**src/rtl/core/pmlc_pkg.sv**
```systemverilog
// shared types and constants for the ppp/mpls l3 classifier
`default_nettype none

package pmlc_pkg;

  localparam int unsigned LenBits     = 16;
  localparam int unsigned IpHdrBytes  = 20;
  localparam int unsigned LabelBytes  = 4;
  localparam int unsigned CfgW        = 8;
  localparam int unsigned HdrW        = 16;
  localparam int unsigned PosW        = LenBits;
  localparam int unsigned OffW        = LenBits + 1;
  localparam int unsigned SumW        = LenBits + 2;

  localparam logic [PosW-1:0] PosMax = {PosW{1'b1}};

  localparam logic [15:0] ProtoMpls = 16'h0281;
  localparam logic [15:0] ProtoIpv4 = 16'h0021;
  localparam logic [15:0] ProtoIpv6 = 16'h0057;

  localparam logic [CfgW-1:0] LinkHdrReset  = 8'd4;
  localparam logic [CfgW-1:0] EncapHdrReset = 8'd0;

  typedef enum logic [0:0] {
    CfgLinkHdr  = 1'b0,
    CfgEncapHdr = 1'b1
  } cfg_reg_e;

  typedef enum logic [2:0] {
    ErrNone        = 3'd0,
    ErrNonIp       = 3'd1,
    ErrTruncLabels = 3'd2,
    ErrNoIpMpls    = 3'd3,
    ErrNoIpEncap   = 3'd4,
    ErrBadEncapVer = 3'd5,
    ErrRunt        = 3'd6
  } err_e;

  typedef enum logic [0:0] {
    KindIpv4 = 1'b0,
    KindIpv6 = 1'b1
  } l3_kind_e;

  typedef struct packed {
    logic [7:0] data_byte;
    logic       last_byte;
  } beat_t;

  typedef struct packed {
    logic [0:0]      l3_kind;
    logic [HdrW-1:0] header_bytes;
    logic [2:0]      error_code;
  } result_t;

endpackage

`default_nettype wire

```
**src/rtl/core/pmlc_if.sv**
```systemverilog
// valid/ready channel interfaces for byte input and result output
`default_nettype none

interface pmlc_in_if;
  logic       valid;
  logic       ready;
  logic [7:0] data_byte;
  logic       last_byte;

  modport source (output valid, output data_byte, output last_byte, input ready);
  modport sink   (input valid, input data_byte, input last_byte, output ready);
endinterface

interface pmlc_out_if;
  logic        valid;
  logic        ready;
  logic [0:0]  l3_kind;
  logic [15:0] header_bytes;
  logic [2:0]  error_code;

  modport source (output valid, output l3_kind, output header_bytes, output error_code,
                  input ready);
  modport sink   (input valid, input l3_kind, input header_bytes, input error_code,
                  output ready);
endinterface

`default_nettype wire

```
**src/rtl/core/pmlc_in_stage.sv**
```systemverilog
// input register stage for packet bytes
`default_nettype none

module pmlc_in_stage (
  input  wire logic        clk_i,
  input  wire logic        rst_ni,
  pmlc_in_if.sink          pkt_in,
  input  wire logic        advance_i,
  output pmlc_pkg::beat_t  beat_o,
  output logic             beat_valid_o
);

  logic            valid_q, valid_d;
  pmlc_pkg::beat_t beat_q;
  logic            load;

  assign pkt_in.ready = !valid_q || advance_i;
  assign load         = pkt_in.valid && pkt_in.ready;

  always_comb begin
    valid_d = valid_q;
    if (load) begin
      valid_d = 1'b1;
    end else if (advance_i) begin
      valid_d = 1'b0;
    end
  end

  always_ff @(posedge clk_i or negedge rst_ni) begin
    if (!rst_ni) begin
      valid_q <= 1'b0;
    end else begin
      valid_q <= valid_d;
    end
  end

  always_ff @(posedge clk_i) begin
    if (load) begin
      beat_q.data_byte <= pkt_in.data_byte;
      beat_q.last_byte <= pkt_in.last_byte;
    end
  end

  assign beat_o       = beat_q;
  assign beat_valid_o = valid_q;

endmodule

`default_nettype wire

```
**src/rtl/core/pmlc_parse.sv**
```systemverilog
// per-packet header tracking and end-of-packet classification
`default_nettype none

module pmlc_parse (
  input  wire logic                        clk_i,
  input  wire logic                        rst_ni,
  input  wire logic                        advance_i,
  input  wire pmlc_pkg::beat_t             beat_i,
  input  wire logic [pmlc_pkg::CfgW-1:0]   link_hdr_i,
  input  wire logic [pmlc_pkg::CfgW-1:0]   encap_hdr_i,
  output logic                             res_valid_o,
  output pmlc_pkg::result_t                res_o
);

  logic [pmlc_pkg::PosW-1:0] pos_q, pos_d;
  logic [15:0]               proto_q, proto_d;
  logic                      done_q, done_d;
  logic [pmlc_pkg::OffW-1:0] end_q, end_d;
  logic [3:0]                nib_q, nib_d;

  logic                      examine;
  logic [pmlc_pkg::OffW-1:0] pos_ext;
  logic [pmlc_pkg::OffW-1:0] link_ext;
  logic [pmlc_pkg::OffW-1:0] t2;
  logic [1:0]                rel;
  logic                      mpls_q;
  logic [pmlc_pkg::OffW-1:0] len;
  logic [pmlc_pkg::SumW-1:0] end_need;
  logic [pmlc_pkg::SumW-1:0] t2_need;
  logic [pmlc_pkg::SumW-1:0] len_ext;
  logic                      ver_ok;
  logic                      ver_kind;

  assign examine  = pos_q != pmlc_pkg::PosMax;
  assign pos_ext  = {1'b0, pos_q};
  assign link_ext = pmlc_pkg::OffW'(link_hdr_i);
  assign t2       = link_ext + pmlc_pkg::OffW'(encap_hdr_i);
  assign rel      = pos_q[1:0] - link_hdr_i[1:0];
  assign mpls_q   = proto_q == pmlc_pkg::ProtoMpls;

  // byte examination
  always_comb begin
    proto_d = proto_q;
    done_d  = done_q;
    end_d   = end_q;
    nib_d   = nib_q;
    if (examine) begin
      if (pos_ext == pmlc_pkg::OffW'(2) || pos_ext == pmlc_pkg::OffW'(3)) begin
        proto_d = {proto_q[7:0], beat_i.data_byte};
      end
      if (!done_q && pos_ext >= link_ext && rel == 2'd2 && beat_i.data_byte[0]) begin
        done_d = 1'b1;
        end_d  = pos_ext + pmlc_pkg::OffW'(pmlc_pkg::LabelBytes - 2);
      end
      if (pos_ext == t2 && (pos_ext < pmlc_pkg::OffW'(4) || !mpls_q)) begin
        nib_d = beat_i.data_byte[7:4];
      end
      if (done_q && mpls_q && pos_ext >= pmlc_pkg::OffW'(4) && pos_ext == end_q) begin
        nib_d = beat_i.data_byte[7:4];
      end
    end
  end

  // classification at the last beat
  assign len      = pos_ext + pmlc_pkg::OffW'(1);
  assign len_ext  = {1'b0, len};
  assign end_need = {1'b0, end_d} + pmlc_pkg::SumW'(pmlc_pkg::IpHdrBytes);
  assign t2_need  = {1'b0, t2} + pmlc_pkg::SumW'(pmlc_pkg::IpHdrBytes);
  assign ver_ok   = nib_d == 4'd4 || nib_d == 4'd6;
  assign ver_kind = nib_d == 4'd6;

  always_comb begin
    res_o.l3_kind      = pmlc_pkg::KindIpv4;
    res_o.header_bytes = '0;
    res_o.error_code   = pmlc_pkg::ErrNone;
    if (len < pmlc_pkg::OffW'(4)) begin
      res_o.error_code = pmlc_pkg::ErrRunt;
    end else if (proto_d == pmlc_pkg::ProtoMpls) begin
      if (!done_d || end_d >= len) begin
        res_o.error_code = pmlc_pkg::ErrTruncLabels;
      end else if (end_need >= len_ext || !ver_ok) begin
        res_o.error_code = pmlc_pkg::ErrNoIpMpls;
      end else begin
        res_o.l3_kind      = ver_kind;
        res_o.header_bytes = pmlc_pkg::HdrW'(end_d);
      end
    end else if (proto_d == pmlc_pkg::ProtoIpv4 || proto_d == pmlc_pkg::ProtoIpv6) begin
      if (encap_hdr_i != '0) begin
        if (t2_need >= len_ext) begin
          res_o.error_code = pmlc_pkg::ErrNoIpEncap;
        end else if (!ver_ok) begin
          res_o.error_code = pmlc_pkg::ErrBadEncapVer;
        end else begin
          res_o.l3_kind      = ver_kind;
          res_o.header_bytes = pmlc_pkg::HdrW'(t2);
        end
      end else begin
        res_o.l3_kind      = proto_d == pmlc_pkg::ProtoIpv6;
        res_o.header_bytes = pmlc_pkg::HdrW'(link_hdr_i);
      end
    end else begin
      res_o.error_code = pmlc_pkg::ErrNonIp;
    end
  end

  assign res_valid_o = advance_i && beat_i.last_byte;

  always_comb begin
    pos_d = pos_q;
    if (advance_i) begin
      if (beat_i.last_byte) begin
        pos_d = '0;
      end else if (examine) begin
        pos_d = pos_q + pmlc_pkg::PosW'(1);
      end
    end
  end

  always_ff @(posedge clk_i or negedge rst_ni) begin
    if (!rst_ni) begin
      pos_q   <= '0;
      proto_q <= '0;
      done_q  <= 1'b0;
      end_q   <= '0;
      nib_q   <= '0;
    end else begin
      pos_q <= pos_d;
      if (advance_i) begin
        if (beat_i.last_byte) begin
          proto_q <= '0;
          done_q  <= 1'b0;
          end_q   <= '0;
          nib_q   <= '0;
        end else begin
          proto_q <= proto_d;
          done_q  <= done_d;
          end_q   <= end_d;
          nib_q   <= nib_d;
        end
      end
    end
  end

endmodule

`default_nettype wire

```
**src/rtl/core/pmlc_out_stage.sv**
```systemverilog
// result output register
`default_nettype none

module pmlc_out_stage (
  input  wire logic               clk_i,
  input  wire logic               rst_ni,
  input  wire logic               res_valid_i,
  input  wire pmlc_pkg::result_t  res_i,
  output logic                    free_o,
  pmlc_out_if.source              res_out
);

  logic              valid_q, valid_d;
  pmlc_pkg::result_t res_q;

  assign free_o = !valid_q || res_out.ready;

  always_comb begin
    valid_d = valid_q;
    if (res_valid_i) begin
      valid_d = 1'b1;
    end else if (res_out.ready) begin
      valid_d = 1'b0;
    end
  end

  always_ff @(posedge clk_i or negedge rst_ni) begin
    if (!rst_ni) begin
      valid_q <= 1'b0;
    end else begin
      valid_q <= valid_d;
    end
  end

  always_ff @(posedge clk_i) begin
    if (res_valid_i) begin
      res_q <= res_i;
    end
  end

  assign res_out.valid        = valid_q;
  assign res_out.l3_kind      = res_q.l3_kind;
  assign res_out.header_bytes = res_q.header_bytes;
  assign res_out.error_code   = res_q.error_code;

endmodule

`default_nettype wire

```
**src/rtl/core/ppp_mpls_l3_classifier.sv**
```systemverilog
// top level: ppp/mpls header classifier with config registers
// throughput: one byte beat per cycle, set by the single input register to
// result register path; a last beat waits for room in the result register,
// a new beat is taken while a result waits
// reset: asynchronous active-low clears all packet state, config returns to
// link header 4 bytes and encapsulation off
`default_nettype none

module ppp_mpls_l3_classifier (
  input  wire logic                       clk_i,
  input  wire logic                       rst_ni,
  input  wire logic                       cfg_we_i,
  input  wire logic [0:0]                 cfg_index_i,
  input  wire logic [pmlc_pkg::CfgW-1:0]  cfg_wdata_i,
  pmlc_in_if.sink                         pkt_in,
  pmlc_out_if.source                      res_out
);

  logic [pmlc_pkg::CfgW-1:0] link_hdr_q;
  logic [pmlc_pkg::CfgW-1:0] encap_hdr_q;

  pmlc_pkg::beat_t   beat;
  logic              beat_valid;
  logic              advance;
  logic              out_free;
  logic              res_valid;
  pmlc_pkg::result_t res;

  always_ff @(posedge clk_i or negedge rst_ni) begin
    if (!rst_ni) begin
      link_hdr_q  <= pmlc_pkg::LinkHdrReset;
      encap_hdr_q <= pmlc_pkg::EncapHdrReset;
    end else if (cfg_we_i) begin
      unique case (pmlc_pkg::cfg_reg_e'(cfg_index_i))
        pmlc_pkg::CfgLinkHdr:  link_hdr_q  <= cfg_wdata_i;
        pmlc_pkg::CfgEncapHdr: encap_hdr_q <= cfg_wdata_i;
        default: ;
      endcase
    end
  end

  // a last beat waits until the output register has room
  assign advance = beat_valid && (!beat.last_byte || out_free);

  pmlc_in_stage u_in_stage (
    .clk_i        (clk_i),
    .rst_ni       (rst_ni),
    .pkt_in       (pkt_in),
    .advance_i    (advance),
    .beat_o       (beat),
    .beat_valid_o (beat_valid)
  );

  pmlc_parse u_parse (
    .clk_i       (clk_i),
    .rst_ni      (rst_ni),
    .advance_i   (advance),
    .beat_i      (beat),
    .link_hdr_i  (link_hdr_q),
    .encap_hdr_i (encap_hdr_q),
    .res_valid_o (res_valid),
    .res_o       (res)
  );

  pmlc_out_stage u_out_stage (
    .clk_i       (clk_i),
    .rst_ni      (rst_ni),
    .res_valid_i (res_valid),
    .res_i       (res),
    .free_o      (out_free),
    .res_out     (res_out)
  );

  a_result_from_last: assert property (@(posedge clk_i) disable iff (!rst_ni)
    $rose(res_out.valid) |-> $past(advance && beat.last_byte))
    else $error("result appeared without a last byte");

  a_error_fields_zero: assert property (@(posedge clk_i) disable iff (!rst_ni)
    res_out.valid && res_out.error_code != pmlc_pkg::ErrNone
      |-> res_out.header_bytes == '0 && res_out.l3_kind == pmlc_pkg::KindIpv4)
    else $error("error result carries nonzero fields");

  a_stall_blocks_input: assert property (@(posedge clk_i) disable iff (!rst_ni)
    beat_valid && !advance |-> !pkt_in.ready)
    else $error("input accepted while a stalled beat is held");

endmodule

`default_nettype wire

```
**src/flat_wrapper.sv**
```systemverilog
// flat-port wrapper written by rule: the top's interface ports become plain ports
module ppp_mpls_l3_classifier_flat 
  (clk_i, rst_ni, cfg_we_i, cfg_index_i, cfg_wdata_i, pkt_in_valid, pkt_in_data_byte, pkt_in_last_byte, pkt_in_ready, res_out_valid, res_out_l3_kind, res_out_header_bytes, res_out_error_code, res_out_ready);
  pmlc_in_if pkt_in_i ();
  pmlc_out_if res_out_i ();
  input  wire logic clk_i;
  input  wire logic rst_ni;
  input  wire logic cfg_we_i;
  input  wire logic [0:0] cfg_index_i;
  input  wire logic [pmlc_pkg::CfgW-1:0] cfg_wdata_i;
  input wire logic [$bits(pkt_in_i.valid)-1:0] pkt_in_valid;
  input wire logic [$bits(pkt_in_i.data_byte)-1:0] pkt_in_data_byte;
  input wire logic [$bits(pkt_in_i.last_byte)-1:0] pkt_in_last_byte;
  output wire logic [$bits(pkt_in_i.ready)-1:0] pkt_in_ready;
  output wire logic [$bits(res_out_i.valid)-1:0] res_out_valid;
  output wire logic [$bits(res_out_i.l3_kind)-1:0] res_out_l3_kind;
  output wire logic [$bits(res_out_i.header_bytes)-1:0] res_out_header_bytes;
  output wire logic [$bits(res_out_i.error_code)-1:0] res_out_error_code;
  input wire logic [$bits(res_out_i.ready)-1:0] res_out_ready;
  assign pkt_in_i.valid = pkt_in_valid;
  assign pkt_in_i.data_byte = pkt_in_data_byte;
  assign pkt_in_i.last_byte = pkt_in_last_byte;
  assign pkt_in_ready = pkt_in_i.ready;
  assign res_out_valid = res_out_i.valid;
  assign res_out_l3_kind = res_out_i.l3_kind;
  assign res_out_header_bytes = res_out_i.header_bytes;
  assign res_out_error_code = res_out_i.error_code;
  assign res_out_i.ready = res_out_ready;
  ppp_mpls_l3_classifier u_core (.clk_i(clk_i), .rst_ni(rst_ni), .cfg_we_i(cfg_we_i), .cfg_index_i(cfg_index_i), .cfg_wdata_i(cfg_wdata_i), .pkt_in(pkt_in_i), .res_out(res_out_i));
endmodule
```
**config.mk**
```make
export PLATFORM = sky130hd
export DESIGN_NAME = ppp_mpls_l3_classifier_flat
export DESIGN_NICKNAME = d
export VERILOG_FILES = /design/src/rtl/core/pmlc_pkg.sv /design/src/rtl/core/pmlc_if.sv /design/src/rtl/core/pmlc_in_stage.sv /design/src/rtl/core/pmlc_parse.sv /design/src/rtl/core/pmlc_out_stage.sv /design/src/rtl/core/ppp_mpls_l3_classifier.sv /design/src/flat_wrapper.sv
export SDC_FILE = /design/constraint.sdc
export NUM_CORES = 1
export LEC_CHECK = 0
export ABC_AREA = 1
export ABC_CLOCK_PERIOD_IN_PS = 5250
export BUFFER_PORTS_ARGS = -buffer_cell sky130_fd_sc_hd__buf_4
export CAP_MARGIN = 20
export CORE_ASPECT_RATIO = 1.75
export CORE_MARGIN = 2
export CORE_UTILIZATION = 40
export DETAILED_ROUTE_END_ITERATION = 8
export HOLD_SLACK_MARGIN = 0.02
export PLACE_DENSITY = 0.63
export SYNTH_ARGS = -nofsm -noshare
export SYNTH_HDL_FRONTEND = slang
export SYNTH_SLANG_ARGS = --single-unit
```
**constraint.sdc**
```tcl
create_clock -name clk_i -period 5.25 [get_ports clk_i]
set_clock_uncertainty 0.05 [all_clocks]
set_input_delay 1.05 -clock clk_i [delete_from_list [all_inputs] [get_ports clk_i]]
set_output_delay 1.05 -clock clk_i [all_outputs]
set_load 0.02 [all_outputs]
```
==> flow_metrics.env <==
export IMPL_post_dp_cell_area_sq_um=8670
export IMPL_crit_type="flop to flop"
export IMPL_power_density_nw_per_um2=303
export IMPL_drt_wl_total_mm=26.7
export IMPL_finalSetupViolCount=0
export IMPL_start_util=0.404
export IMPL_antenna_cells=0
export IMPL_layout_drive_gt1_share=0.134
export IMPL_drt_pass1_iterations=5
export IMPL_crit_path_end_kind="flop"
export IMPL_path_max_fanout=12
export IMPL_async_reset_ff_frac=0.713
export IMPL_critPathRequiredTime_ns=5.42
export IMPL_syn_avg_cell_area_sq_um=7.27
export IMPL_total_power_w=0.00274
export IMPL_clk_pin_slew_ns=0.08
export IMPL_tritoncts="yes"
export IMPL_status="finished clean"
export IMPL_fillCellCount=2043
export IMPL_clock_latency_ns=0.36
export IMPL_holdPathEnd="u_core.u_parse.nib_q[2]"
export IMPL_rsz0062_at_grt="no"
export IMPL_globalplace_congestion=0.967
export IMPL_fp_row_count=69
export IMPL_min_from="u_core.u_parse.nib_q[2]"
export IMPL_path_common_cell="nand2_1"
export IMPL_tns_ns=0
export IMPL_syn_area_sq_um=8130
export IMPL_rrSetupSlack_ns=0.53
export IMPL_ys_flop_type="dfrtp_1"
export IMPL_wire_per_inst_um=18.9
export IMPL_drv_cap=0
export IMPL_vias=7672
export IMPL_htreeDepth=3
export IMPL_grt_overflow_total=0
export IMPL_dp_slack_ns=0.397
export IMPL_clockBufferDepth=2
export IMPL_fin_area_sq_um=9050
export IMPL_die_h_um=193
export IMPL_ys_seq_area_frac=0.329
export IMPL_area_growth_pct=11.4
export IMPL_synth_distinct_cells=50
export IMPL_slew_viol_final=0
export IMPL_worst_slack_ns=0.525
export IMPL_fin_util=0.450
export IMPL_grt_antenna_before_repair=0
export IMPL_core_sq_um=20100
export IMPL_syn_inst=1117
export IMPL_worst_setup_path_start_kind="flop"
export IMPL_fmax_mhz=212
export IMPL_hold_viol_final=0
export IMPL_worstHoldPathType="flop to flop"
export IMPL_grt_max_degree=53
export IMPL_critPathSlowestCell="dfrtp_1"
export IMPL_synth_seq_cells=101
export IMPL_grt_util_all_layers=0.253
export IMPL_clock_sinks=101
export IMPL_power_leakage_nw=4.56
export IMPL_cp_top_family="simple AND/OR/NAND/NOR gates"
export IMPL_crit_arrival_ns=4.90
export IMPL_drt_initial_drc_count=454
export IMPL_grt_pass1_vias=7709
export IMPL_drcViolationCount=0
export IMPL_multi_input_area_sq_um=4660
export IMPL_via_per_inst=5.43
export IMPL_reg2reg_from="u_core.u_parse.pos_q[1]"
export IMPL_synth_nets=1204
export IMPL_root_buffer="clkbuf_16"
export IMPL_seqCellArea_sq_um=2670
export IMPL_dieArea_sq_um=21500
export IMPL_fin_crit_ns=4.72
export IMPL_ant_nets=0
export IMPL_dp_hpwl_mm=21.4
export IMPL_hold_depth=2
export IMPL_io_pins=45
export IMPL_die_w_um=112
export IMPL_slew_headroom=0.387
export IMPL_slowest_delay_ns=0.49
export IMPL_cts_buffers=9
export IMPL_reg2reg_depth=27
export IMPL_path_buf_inv=3
export IMPL_grt_pass1_wl_mm=41.4
export IMPL_nNetsFinal=1246
export IMPL_period_share=0.900
export IMPL_worstReg2RegEnd="u_core.u_out_stage.res_out.header_bytes[12]"
export IMPL_ir_drop_mv=0.197
export IMPL_portBuffers=44
export IMPL_tightest_slew_ns=0.910
export IMPL_ys_warn_count=0
export IMPL_synth_enable_flop_cells=29
==> cell usage in the layout (no fill, tap or decap), drive strengths merged, types with 2 or more instances in the layout <==
cell,count
dfrtp,71
o21ai,62
bufinv,2
a21oi,39
clkinv,5
nand3b,2
ha,63
nor4,5
a211oi,3
o22ai,41
xor2,38
buf,60
nor2,101
nand2,318
nand3,60
inv,167
or2,2
edfxtp,29
xnor2,2
clkbuf,9
o21bai,2
nor3,18
o21a,4
and3,3
nand4,49
==> cell usage after synthesis, types with 20 or more instances <==
| library cell | number | area, sq um |
|---|---|---|
| ha_1 | 63 | 788 |
| a21oi_1 | 38 | 190 |
| inv_1 | 144 | 541 |
| xor2_1 | 38 | 333 |
| nand2_1 | 300 | 1130 |
| inv_2 | 20 | 75.1 |
| edfxtp_1 | 29 | 871 |
| o21ai_0 | 45 | 225 |
| dfrtp_1 | 71 | 1780 |
| o22ai_1 | 41 | 257 |
| nand3_1 | 56 | 280 |
| nand4_1 | 45 | 282 |
| nor2_1 | 81 | 304 |
==> report_power, final <==
group / leakage (nW) / total (W) / switching (W) / internal [W]
Clock: 0.160 / 0.000763 / 0.000337 / 0.000426
Combinational: 3.15 / 0.00105 / 0.000708 / 0.000343
Sequential: 1.25 / 0.000930 / 0.0000532 / 0.000877
==> sequential cells by signal, indices dropped and copies added (netlist names) <==
signal and count:
u_core.u_parse.done_q 1, u_core.u_parse.pos_q 16, u_core.u_out_stage.res_out.l3_kind 1, u_core.u_out_stage.res_out.valid 1
u_core.u_parse.end_q 17, u_core.u_parse.nib_q 4, u_core.u_out_stage.res_out.error_code 3, u_core.u_in_stage.beat_valid_o 1
u_core.link_hdr_q 8, u_core.u_out_stage.res_out.header_bytes 16, u_core.u_in_stage.beat_o 9, u_core.u_parse.proto_q 16
u_core.encap_hdr_q 8
==> worst min-delay path, cell delays in order (launching register included) <==
cell and delay (ns):
dfrtp_1 0.36, nand2_1 0.05, o21ai_0 0.07
==> layout make-up <==
type                            instances  share of cell area
Timing Repair Buffer                   60              0.0498
Inverter                              168              0.0698
Tap cell                              248              0.0343
Clock buffer                            9              0.0249
Sequential cell                       101               0.295
Clock inverter                          7              0.0115
Multi-Input combinational cell        819               0.515
==> routing by layer <==
| metal | up-vias | GRT usage | wire, um |
|---|---|---|---|
| li1 | 3761 | - | - |
| met1 | 3529 | 0.241 | 9010 |
| met2 | 261 | 0.466 | 14000 |
| met3 | 121 | 0.0270 | 811 |
| met4 | 0 | 0.243 | 2820 |
| met5 | - | 0 | 0 |
==> worst max path at each step <==
stage / startpoint / end / cells after the start
6_report: u_core.u_parse.pos_q[1] / u_core.u_out_stage.res_out.header_bytes[12] / 27
5_1_grt: u_core.link_hdr_q[1] / u_core.u_out_stage.res_out.header_bytes[15] / 32
4_1_cts: u_core.u_parse.pos_q[1] / u_core.u_out_stage.res_out.header_bytes[15] / 31
3_5_place_dp: u_core.u_parse.pos_q[1] / u_core.u_out_stage.res_out.header_bytes[12] / 31
3_3_place_gp: u_core.u_parse.pos_q[1] / u_core.u_out_stage.res_out.header_bytes[12] / 31
2_1_floorplan: u_core.u_parse.pos_q[0] / u_core.u_out_stage.res_out.error_code[1] / 30
==> stage by stage <==
stage,cells,hold WS (ns)
2_1_floorplan,1117,0.403
3_3_place_gp,1390,0.448
3_5_place_dp,1390,0.448
4_1_cts,1406,0.467
5_1_grt,1412,0.493
6_report,1412,0.468
==> cell families after synthesis <==
family          count (synthesis)  share of synthesized area
xor+xnor                       40                     0.0431
fa+ha+maj                      64                     0.0995
buf+inv                       197                     0.0992
flops                         101                      0.329
simple gates                  561                      0.322
compound gates                154                      0.107
==> timing repair <==
| action | in CTS | in global routing |
|---|---|---|
| resized for setup | 0 | 2 |
| hold buffers | 0 | 0 |
| setup buffers | 0 | 6 |
| setup endpoints to repair | 0 | 19 |
(Power assumes the default switching activity.)
